--- src/bft_pkg.sv ---
`default_nettype none

package bft_pkg;

  localparam int unsigned Entries = 64;
  localparam int unsigned IdxW = $clog2(Entries);
  localparam int unsigned CntW = $clog2(Entries + 1);

  localparam logic [7:0] ProtoIcmp = 8'd1;
  localparam logic [31:0] MatcherStep = 32'd2;

  typedef struct packed {
    logic [31:0] hash;
    logic        is_ipv6;
    logic [7:0]  protocol;
    logic [63:0] src_high;
    logic [63:0] src_low;
    logic [63:0] dst_high;
    logic [63:0] dst_low;
    logic [15:0] src_port;
    logic [15:0] dst_port;
  } key_t;

  typedef struct packed {
    key_t        key;
    logic [31:0] matcher;
  } entry_t;

  typedef struct packed {
    logic fwd;
    logic rev;
  } match_t;

  // ipv4 compares only the low 32 bits of the low word
  function automatic logic addr_eq(logic v6, logic [63:0] ah, logic [63:0] al,
                                   logic [63:0] bh, logic [63:0] bl);
    logic res;
    if (v6) begin
      res = (ah == bh) && (al == bl);
    end else begin
      res = (al[31:0] == bl[31:0]);
    end
    return res;
  endfunction

endpackage

`default_nettype wire

--- src/bft_match.sv ---
`default_nettype none

module bft_match (
  input  bft_pkg::key_t   key_i,
  input  bft_pkg::entry_t entry_i,
  output bft_pkg::match_t match_o
);

  logic v6;
  logic icmp;
  logic head_eq;
  logic ports_fwd;
  logic ports_swp;
  logic addr_fwd;
  logic addr_rev;

  assign v6 = key_i.is_ipv6;
  assign icmp = (key_i.protocol == bft_pkg::ProtoIcmp);
  assign head_eq = (entry_i.key.hash == key_i.hash) &&
                   (entry_i.key.is_ipv6 == key_i.is_ipv6) &&
                   (entry_i.key.protocol == key_i.protocol);
  assign ports_fwd = (entry_i.key.src_port == key_i.src_port) &&
                     (entry_i.key.dst_port == key_i.dst_port);
  assign ports_swp = (entry_i.key.src_port == key_i.dst_port) &&
                     (entry_i.key.dst_port == key_i.src_port);
  assign addr_fwd = bft_pkg::addr_eq(v6, entry_i.key.src_high, entry_i.key.src_low,
                                     key_i.src_high, key_i.src_low) &&
                    bft_pkg::addr_eq(v6, entry_i.key.dst_high, entry_i.key.dst_low,
                                     key_i.dst_high, key_i.dst_low);
  assign addr_rev = bft_pkg::addr_eq(v6, entry_i.key.src_high, entry_i.key.src_low,
                                     key_i.dst_high, key_i.dst_low) &&
                    bft_pkg::addr_eq(v6, entry_i.key.dst_high, entry_i.key.dst_low,
                                     key_i.src_high, key_i.src_low);

  // icmp type and code are never swapped
  assign match_o.fwd = head_eq && addr_fwd && ports_fwd;
  assign match_o.rev = head_eq && addr_rev && (icmp ? ports_fwd : ports_swp);

endmodule

`default_nettype wire

--- config.mk ---
export PLATFORM = sky130hd
export DESIGN_NAME = bft_match
export DESIGN_NICKNAME = d
export VERILOG_FILES = /design/src/bft_pkg.sv /design/src/bft_match.sv
export SDC_FILE = /design/constraint.sdc
export NUM_CORES = 1
export LEC_CHECK = 0
export BUFFER_PORTS_ARGS = -buffer_cell sky130_fd_sc_hd__buf_2
export CAP_MARGIN = 20
export CORE_AREA = 3 3 266 268
export DETAILED_ROUTE_END_ITERATION = 12
export DIE_AREA = 0 0 269 271
export PLACE_DENSITY_LB_ADDON = 0.2
export REMOVE_ABC_BUFFERS = 1
export SYNTH_ARGS = -nofsm -noshare
export SYNTH_HDL_FRONTEND = slang
export SYNTH_SLANG_ARGS = --single-unit
export TNS_END_PERCENT = 5
--- constraint.sdc ---
create_clock -name vclk -period 3.7
set_input_delay 0.555 -clock vclk [all_inputs]
set_output_delay 0.555 -clock vclk [all_outputs]
set_load 0.01 [all_outputs]
==> flow_summary.yaml <==
placement:
  dp_cells: 2519
  io_buffer_count: 660
  hpwlAfterDp_um: 69800
  pre_cts_ws_ps: -249
  gp_congestion: 0.926
synthesis:
  synth_top_area_cell: "xor2_1"
  synth_xor_area_share_pct: 79.2
  ys_seq_area_share_pct: 0
  synth_cell_type_count: 19
  syn-cell-area_sq_mm: 0.00678
  syn_avg_cell_area_sq_um: 8.14
  synth-compound-area-share_pct: 0.849
  synthTopCellsByArea: "xor2_1 46%, xnor2_1 33%, nor4_1 9.8%"
  synthSimpleGateAreaFrac_pct: 19.7
  netlist.area_leader.share_pct: 46.5
  yosys_warnings: 0
  synthMuxAreaShare_pct: 0
  netlist_instances: 833
  synth_top_family_by_area: "XOR/XNOR gates"
  synth_adder_area_share_pct: 0
cells_and_area:
  layout.nets: 2280
  numSequentialCells: 0
  drive_gt1_share_pct: 48.3
  fill_cells: 7937
  syn2layout_area_growth_pct: 78.0
  nClkBuffers: 0
  seq_area_sq_um: 0
  instances_no_fill: 2534
  multi_input_area_sq_mm: 0.00683
  final_cell_mix: "660 x buf_2, 360 x xor2_1, 253 x xnor2_1"
  final_common_cell: "buf_2"
  final_util_pct: 17.6
route:
  wl_per_cell_um: 28.5
  drt-pass1-iter-count: 5
  routed_wirelength_um: 72200
  drt_iter0_markers: 293
  ant_nets: 0
  route.detailed.drc: 0
  via_per_inst: 3.67
  num_vias: 9311
global_route:
  grt_pass1_wl_um: 90500
  grt_usage_pct: 18.6
  grt-ovfl-total: 0
  antenna_found_initial: 40
  grt_pass1_vias: 10600
  grt_max_degree: 4
flow_run:
  maxCapViolCount: 0
pwr:
  p_sw_share_pct: 57.8
  p_comb_share_pct: 100.0
  irDropWorstVdd_uv: 53.9
  p_leak_nw: 5.29
  power.density_mw_per_mm2: 135
  p_int_mw: 0.691
  p_seq_share_pct: 0
  p_clk_share_pct: 0
  power_switching_mw: 0.945
timing:
  finalCritPeriodShare_pct: 96.3
  hold_viol: 0
  tightest_slew_ps: 786
  finalCriticalPeriod_ps: 3560
  setup_ws_ps: 136
  finalSetupViolations: 0
  rsz0062_at_grt: "no"
  fmax_mhz: 281
  slew_headroom_pct: 47.4
  slew_violations: 0
floorplanning:
  die_area_sq_mm: 0.0729
  die_h_um: 271
  start_util_pct: 9.89
  core_sq_mm: 0.0686
  die_w_um: 269
  rows: 96
  io_pins: 692
worst_setup_path:
  cpPeakStageDelay_ps: 460
  cp_common_cell: "buf_4"
  worstSetupPathType: "input port to output port"
  path_max_fanout: 2
  worst_path_max_delay_cell: "nor4_4"
  required_ps: 3140
  cp_top_family: "buffers and inverters"
  cp_num_buf_inv: 6
  cp.arrival_ps: 3010
  worstPathCellList: "buf_2 -> xor2_1 -> nor4_4 -> buf_4 -> nand4_1 -> buf_4 -> nor4_1 -> buf_4 -> a41oi_1 -> buf_4 -> nor4b_2 -> buf_2"
  critPathCaptureType: "output port"
  setup.worst_path.start_class: "input port"
clock_network:
  ctsHoldBuffers: 0
outcome:
  status: "completed"
worst_hold_path:
  holdPathEnd: "match_o[1]"
  hold_path_depth: 7
  hp-class: "input port to output port"
  min_from: "key_i[34]"
==> worst max-delay path by stage <==
| stage | cells past startpoint | slack, ps | end | from |
|---|---|---|---|---|
| 6_report | 12 | 140 | match_o[0] | entry_i[273] |
| 5_1_grt | 12 | 10 | match_o[0] | entry_i[295] |
| 4_1_cts | 12 | 7 | match_o[0] | entry_i[273] |
| 3_5_place_dp | 12 | -250 | match_o[0] | key_i[127] |
| 3_3_place_gp | 12 | -180 | match_o[0] | key_i[127] |
| 2_1_floorplan | 6 | 1100 | match_o[1] | entry_i[303] |
==> routing by layer <==
layer / track usage (%) / vias to the layer above / routed length, um
li1: - / 4456 / -
met1: 20.4 / 4255 / 27400
met2: 35.6 / 518 / 38000
met3: 3.11 / 74 / 4390
met4: 6.27 / 8 / 2400
met5: 0 / - / 40
==> power groups by stage <==
stage,sequential (mW),combinational [mW],clock (mW)
detailed placement,0,1.66,0
global placement,0,1.66,0
floorplan,0,0.543,0
finish,0,1.64,0.000000550
global route,0,1.75,0.000000366
CTS,0,1.67,0
==> synthesized netlist by cell type <==
cell / n
a41oi_1: 2
nor4b_1: 1
nand2_1: 1
nand4_2: 1
inv_1: 5
or4_1: 3
o221ai_1: 2
xor2_1: 360
xnor2_1: 253
o21ai_0: 1
nor4_1: 106
nor4_4: 1
a221oi_1: 2
nor3_1: 2
nand4_1: 85
nor4_2: 2
nor4b_2: 1
nor2_1: 1
nand3_1: 4
==> per-stage QoR <==
step	hold slack, ps	total power, mW	area [sq um]	setup TNS [ps]
finish	1740	1.64	12100	0
global route	1800	1.75	12100	0
global placement	1780	1.66	12000	-182
CTS	1780	1.67	12000	0
detailed placement	1770	1.66	12000	-249
floorplan	1360	0.543	6780	0
==> final cells by class <==
class	instances	share of cell area, %
multi-input cells	828	56.5
repair buffers	755	33.4
well taps	931	9.65
diodes	15	0.311
inverters	5	0.155
==> cells by family (layout without fill, tap and decap cells) <==
kind of cell,after synthesis,in the layout
simple gates,208,208
buf+inv,5,760
xor+xnor,613,613
compound gates,7,7
other cells,0,15
==> timing repair <==
action                                  in CTS  in global routing
endpoints found under the setup margin       1                  2
setup buffers                                0                  0
gates resized for setup                      4                  5
hold endpoints to repair                     0                  0
(Power assumes the default switching activity.)
