==> src/bft_pkg.sv <==
`default_nettype none

package bft_pkg;

  localparam int unsigned Entries = 64;
  localparam int unsigned IdxW = $clog2(Entries);
  localparam int unsigned CntW = $clog2(Entries + 1);

  localparam logic [7:0] ProtoIcmp = 8'd1;
  localparam logic [31:0] MatcherStep = 32'd2;

  typedef struct packed {
    logic [31:0] hash;
    logic        is_ipv6;
    logic [7:0]  protocol;
    logic [63:0] src_high;
    logic [63:0] src_low;
    logic [63:0] dst_high;
    logic [63:0] dst_low;
    logic [15:0] src_port;
    logic [15:0] dst_port;
  } key_t;

  typedef struct packed {
    key_t        key;
    logic [31:0] matcher;
  } entry_t;

  typedef struct packed {
    logic fwd;
    logic rev;
  } match_t;

  // ipv4 compares only the low 32 bits of the low word
  function automatic logic addr_eq(logic v6, logic [63:0] ah, logic [63:0] al,
                                   logic [63:0] bh, logic [63:0] bl);
    logic res;
    if (v6) begin
      res = (ah == bh) && (al == bl);
    end else begin
      res = (al[31:0] == bl[31:0]);
    end
    return res;
  endfunction

endpackage

`default_nettype wire

==> src/bft_cell.sv <==
`default_nettype none

module bft_cell (
  input  wire               clk_i,
  input  wire               shift_i,
  input  wire               load_i,
  input  bft_pkg::entry_t   neighbor_i,
  input  bft_pkg::entry_t   load_data_i,
  output bft_pkg::entry_t   entry_o
);

  bft_pkg::entry_t entry_q, entry_d;

  always_comb begin
    entry_d = entry_q;
    if (load_i) begin
      entry_d = load_data_i;
    end else if (shift_i) begin
      entry_d = neighbor_i;
    end
  end

  always_ff @(posedge clk_i) begin
    entry_q <= entry_d;
  end

  assign entry_o = entry_q;

endmodule

`default_nettype wire

==> config.mk <==
export PLATFORM = sky130hd
export DESIGN_NAME = bft_cell
export DESIGN_NICKNAME = d
export VERILOG_FILES = /design/src/bft_pkg.sv /design/src/bft_cell.sv
export SDC_FILE = /design/constraint.sdc
export NUM_CORES = 1
export LEC_CHECK = 0
export BUFFER_PORTS_ARGS = -buffer_cell sky130_fd_sc_hd__buf_4
export CAP_MARGIN = 15
export CELL_PAD_IN_SITES_DETAIL_PLACEMENT = 1
export CELL_PAD_IN_SITES_GLOBAL_PLACEMENT = 1
export CORE_AREA = 2 2 424 426
export CTS_CLUSTER_DIAMETER = 40
export DETAILED_ROUTE_END_ITERATION = 7
export DIE_AREA = 0 0 426 428
export GPL_ROUTABILITY_DRIVEN = 0
export GPL_TIMING_DRIVEN = 1
export PLACE_DENSITY = 0.35
export SYNTH_ARGS = -nofsm -noshare
export SYNTH_HDL_FRONTEND = slang
export SYNTH_SLANG_ARGS = --single-unit
==> constraint.sdc <==
create_clock -name clk_i -period 6.9 [get_ports clk_i]
set_input_delay 1.035 -clock clk_i [delete_from_list [all_inputs] [get_ports clk_i]]
set_output_delay 1.035 -clock clk_i [all_outputs]
set_load 0.02 [all_outputs]
==> run summary, run 1 <==
The run finished with clean final reports. The post-route fraction of the period consumed by the critical path came out at 0.392. After clock tree synthesis, the flow added hold-fix buffers numbering 0. The clock transition at the register clock pins on the worst setup and hold paths after CTS came out at 0.05 ns. The worst setup path is launched from an input port.

The max-slew violation count came to 0. The data arrival time of the critical path is 3.00 ns. The vertical die dimension came out at 428 µm. The peak fanout along the critical path came out at 142. TritonCTS built the clock tree. In this run the deepest clock path goes through 3 buffers.

The share of synthesized area in the top cell type comes to 0.681. After routing, the total negative slack on setup checks comes to 0 ns. The number of global-route vias before repair came to 13.6k. The class of the most critical hold timing path is input port to register. The setup slack at placement is 3.44 ns. The total global-route track usage is 0.108. Setup repair after global routing left no endpoint under its margin. The count of placed standard cells including taps came out at 4171.

The fmax came out at 370 MHz. The sequential cell fraction of total power came out at 0.307. The count of placed standard cells in the final layout, fillers left out came out at 4366. After global routing the overflow that remains totals 0. The tree is rooted in a sky130_fd_sc_hd__clkbuf_16. The global-route wire length before repair came out at 130000 µm. The maximum number of pins on one net before global-route repair is 143. The number of unique standard cell types used by synthesis came out at 7. The number of buffers inserted by post-CTS setup repair came out at 0. The combined area of all synthesized cells came out at 0.0159 mm². The worst supply voltage drop on vdd came out at 0.179 mV. The worst slew slack as a fraction of its limit came out at 0.241.

For this run, design rule violations remaining after detail routing come to 0. The power share of the clock group came out at 0.530. The number of antenna violations at the first check in global routing was 42. Of the total power, combinational logic draws 0.163. The initial core utilization came out at 0.0896. By area the synthesized netlist is led by sky130_fd_sc_hd__edfxtp_1 68%, sky130_fd_sc_hd__mux2_4 17%, sky130_fd_sc_hd__mux2_2 13%, sky130_fd_sc_hd__buf_6 1.4%, sky130_fd_sc_hd__buf_2 0.60%.

The max-capacitance violation count came out at 0. The routed design could run at a clock period as short as 2.70 ns. The count of pins on the block boundary came out at 1086.

The power consumption is 9170 µW. The static leakage came out at 0.0128 µW. TritonCTS created 104 clock buffers. The detailed placer's ending HPWL is 85000 µm. The net switching fraction of the power is 0.262.

The setup slack of the critical path after layout is 4.20 ns. The total power per unit cell area came out at 302 mW/mm². The Yosys step of the flow raised 0 warnings.

The synthesized net count is 1488. The largest incremental delay on the critical path came out at 0.57 ns. The cell type with the highest aggregate area in the netlist is sky130_fd_sc_hd__edfxtp_1. The final layout net count is 2647. The actual transition at the worst max-transition pin is 1.14 ns. The slowest stage of the critical path belongs to the cell sky130_fd_sc_hd__or2_4.

The routed length per placed instance came out at 23.5 µm. The share of layout cells above drive strength 1 is 0.802. The detail route stage leaves a number of antenna-violating nets equal to 0.

The critical path endpoint category is a register. The mean instance size in the synthesized netlist is 20.9 µm². The signal on the critical path passes through buf_8, or2_4, buf_12. The register with the most flip-flops in the layout has 361 of them. The number of filler cells placed in the layout came out at 20.1k. The internal power came out at 6760 µW. From synthesis to final layout, the design area changed by 90.6%. After clock tree synthesis, the repair step resized 0 gates.

The total count of hold-check failures in the final report is 0. The core region is 0.178 mm². The post-synthesis register bit count came out at 361. In this run, the number of DRC markers left after iteration 0 of detailed routing was 562. The port buffer count is 1085. After detailed routing, the number of vias per cell comes to 2.83. The horizontal extent of the die is 426 µm. In this run the core area contains 155 standard-cell rows.

The deepest level of the CTS H-tree is 3. The power dissipated by switching net loads came out at 2400 µW. Data on the critical path is required at its endpoint by 7.20 ns. The count of mapped cells out of synthesis is 763.

The number of search-and-repair iterations in the first detailed-routing pass is 4. The area of the die is 0.182 mm². The path type of the worst setup path is input port to register. The number of sinks driven by the clock tree came out at 361. The overall routed net length came out at 103000 µm. The final route contains 12.4k vias. The sequential cell area fraction in the yosys report is 0.681. The number of failing setup endpoints in the final timing report is 0.

The worst hold slack across all endpoints is 0.627 ns.
-- Yosys cell counts, drive strengths merged --
library cell / count
buf: 40
or2: 1
mux2: 361
edfxtp: 361
-- logic make-up (layout without fill, tap and decap cells) --
family        after synthesis  after routing  synth area share
buf+inv                    40           1282            0.0206
other cells                 0              6                 0
flops                     361            361             0.681
simple gates                1              1          0.000393
mux                       361            361             0.298
-- routing by layer --
layer | wire length (µm) | track usage | share of wire
met5 | 184 | 0 | 0.0018
met4 | 3630 | 0.0412 | 0.035
met3 | 8140 | 0.0384 | 0.079
met2 | 54300 | 0.197 | 0.53
met1 | 36300 | 0.113 | 0.35
-- stage by stage --
step / instance area, µm² / util
2_1_floorplan: 15900 / -
4_1_cts: 30300 / 0.171
6_report: 30300 / 0.171
3_3_place_gp: 26800 / 0.151
5_1_grt: 30300 / 0.171
3_5_place_dp: 26800 / 0.151
-- power groups by stage --
| stage | Combinational, µW | Sequential [µW] | Clock [µW] |
|---|---|---|---|
| finish | 1500 | 2810 | 4860 |
| global route | 1570 | 2840 | 5120 |
| CTS | 1540 | 2820 | 5030 |
| detailed placement | 1540 | 2850 | 0 |
| global placement | 1530 | 2850 | 0 |
| floorplan | 305 | 3140 | 0 |
-- final timing paths --
path	from	end	cells past startpoint
max	load_i	entry_o[137]	3
min	neighbor_i[339]	entry_o[339]	2
-- final cells by class --
class | instances | area (µm²) | share of cell area
clock inverter | 72 | 843 | 0.0278
tap | 2355 | 2950 | 0.0972
antenna | 6 | 15.0 | 0.000495
clock buffer | 117 | 2670 | 0.0881
multi-input combinational | 362 | 4750 | 0.156
timing repair buffer | 1093 | 8260 | 0.272
sequential | 361 | 10800 | 0.357
-- critical path: cells and delay by family --
family	cells	cell delay, ns
buf+inv	2	0.91
simple gates	1	0.57
-- cell usage in the layout (no fill, tap or decap), drive strengths merged --
master    Yosys  routed
diode         0       6
clkinvlp      0       8
buf          40    1093
bufinv        0      15
inv           0       4
clkbuf        0     117
or2           1       1
clkinv        0      45
mux2        361     361
edfxtp      361     361
Note: power is estimated with default switching activity, not from simulation.
==> run 2, diff against run 1 <==
clock period = 2.5 ns   (was 6.9 ns; I/O delays follow)
==> run summary, run 2 (synthesized netlist as in run 1, its figures left out) <==
The run finished with clean final reports. The worst setup path is of the input port to register kind. STA classifies the critical path endpoint as a register. The total via count after detailed routing came out at 15.1k (+22%). The number of filler cells placed in the layout is 20.0k (-0.59%). The total power per unit cell area is 692 mW/mm² (+130%). The worst slew slack as a fraction of its limit is 0.498 (+0.257). Setup repair after global routing left no endpoint under its margin. Traced cell by cell, the critical path runs through buf_8, buf_12, mux2_2, dlygate4sd3_1. The worst supply voltage drop on vdd is 0.561 mV (+210%).

The post-detailed-route DRC marker count came out at 0 (unchanged). The worst hold slack across all endpoints is 0.0789 ns (-0.548 ns). The number of instances resized during post-cts repair came out at 0 (unchanged).

The port buffer count came out at 1085 (unchanged). The actual transition at the worst max-transition pin came out at 0.753 ns (-0.385 ns). The maximum count of clock buffers along a single path was 3 (unchanged). The max-slew violation count was 0 (unchanged). The number of sinks driven by the clock tree is 361 (unchanged). The remaining global-route overflow is 0 (unchanged). The horizontal extent of the die is 426 µm (unchanged). The largest incremental delay on the critical path came out at 0.57 ns (about the same).

The routed length per placed instance is 20.7 µm (-12%). The deepest level of the CTS H-tree is 3 (unchanged). The clock root buffer is sky130_fd_sc_hd__clkbuf_16. The worst hold endpoint is entry_o[68]. The required time at the endpoint of the critical path was 2.94 ns (-4.26 ns). The final layout net count is 3384 (+28%). The number of failing setup endpoints in the final timing report is 0 (unchanged). The TritonCTS clock tree is done. The initial DRC count came out at 445 (-21%). The startpoint of the tightest hold check path is neighbor_i[68]. The number of flip-flops under the largest register name was 361 (unchanged). The maximum number of pins on one net before global-route repair came out at 100 (-30%).

In this run the worst hold path is classified as input port to register. The count of pins on the block boundary came out at 1086 (unchanged). In the layout the commonest cells are 1101 x sky130_fd_sc_hd__buf_4, 721 x sky130_fd_sc_hd__dlygate4sd3_1, 361 x sky130_fd_sc_hd__edfxtp_1.

The number of cells traversed by the worst hold path came to 2 (unchanged). The post-route fraction of the period consumed by the critical path came out at 0.725. From synthesis to final layout, the design area changed by 137%.

The data arrival time of the critical path is 2.25 ns (-0.75 ns). The static leakage was 0.0160 µW (+24%). The fmax is 552 MHz.

The total global-route track usage was 0.113 (+0.00454). The area taken by multi-input logic gates came out at 0.00475 mm² (unchanged). The peak fanout along the critical path is 99 (-30%). The area of the die is 0.182 mm² (unchanged).

The footprint of the flip-flops and latches came out at 0.0108 mm² (unchanged). The share of layout cells above drive strength 1 is 0.595 (-0.208). The total count of hold-check failures in the final report is 0 (unchanged). The clock period minus worst slack came out at 1.81 ns. The count of placed standard cells including taps came out at 4194 (+0.55%).

The initial core utilization came out at 0.0896 (unchanged). The number of search-and-repair iterations in the first detailed-routing pass is 4 (unchanged). The total core area is 0.178 mm² (unchanged).

The global-route wire length before repair came out at 140000 µm (+7.6%). The clock transition at the register clock pins on the worst setup and hold paths after CTS came out at 0.04 ns (about the same). The number of routed nets with antenna violations came out at 0 (unchanged).

The overall routed net length is 106000 µm (+3.2%). Leaving out fill and tap cells, the most frequent cell in the layout is sky130_fd_sc_hd__buf_4. The final standard cell utilization of the core came out at 0.212 (+0.0417).

The number of CTS-inserted buffers is 97 (-6.7%). The max-capacitance violation count was 0 (unchanged). The routed via count divided by cell count came to 2.95 (+4.2%). STA classifies the critical path startpoint as an input port. The vertical die dimension came to 428 µm (unchanged).

The detailed placer's ending HPWL is 85100 µm (+0.18%). The count of placed standard cells in the final layout, fillers left out was 5113 (+17%). On the critical path, the stage with the largest delay is an instance of sky130_fd_sc_hd__dlygate4sd3_1. The number of antenna violations at the first check in global routing is 53 (+26%).

The placement row count is 155 (unchanged). The number of global-route vias before repair is 17.3k (+27%).
run 2: worst max-delay path: cells and delay by family:
kind	cells	cell delay (ns)
buf+inv	3	1.18
mux	1	0.42
run 2: power breakdown:
part,internal [µW],switching [µW],total [µW]
Combinational,3020,2280,5290
Clock,8920,4130,13000
Sequential,7470,288,7760
Total,19400,6690,26100
run 2: repair_timing:
| action | CTS | global route |
|---|---|---|
| hold buffers | 721 | 0 |
| setup buffers | 0 | 0 |
| hold endpoints to repair | 361 | 0 |
run 2: metrics by stage:
stage	power (µW)	setup slack (ns)	cell area [µm²]	TNS [ns]
floorplan	9490	-1.36	15900	-491.52
global placement	12100	0.537	27100	0
detailed placement	12100	0.523	27100	0
CTS	26700	0.557	37700	0
global route	27200	0.590	37700	0
finish	26100	0.688	37700	0
run 2: cell type report:
| type | instances | share of cell area |
|---|---|---|
| diodes | 19 | 0.00126 |
| multi-input cells | 362 | 0.126 |
| clock buffers | 114 | 0.0671 |
| flip-flops and latches | 361 | 0.287 |
| repair buffers | 1837 | 0.418 |
| well taps | 2355 | 0.0781 |
| clock inverters | 65 | 0.0224 |
run 2: worst max-delay path by stage:
stage                  from           end  slack, ns  cells past startpoint
3_3_place_gp         load_i  entry_o[201]       0.54                      4
4_1_cts        entry_o[187]  entry_o[187]       0.56                      1
6_report             load_i  entry_o[124]       0.69                      4
5_1_grt        entry_o[187]  entry_o[187]       0.59                      1
2_1_floorplan        load_i    entry_o[0]      -1.36                      4
3_5_place_dp         load_i   entry_o[40]       0.52                      4
run 2: metal layers:
layer  part of all wire  vias to the layer above  global-route usage
met1               0.33                     7324               0.107
met5             0.0026                        -                   0
met2               0.54                      617               0.209
li1                   -                     6901                   -
met3              0.094                      201              0.0494
met4              0.034                       48              0.0453
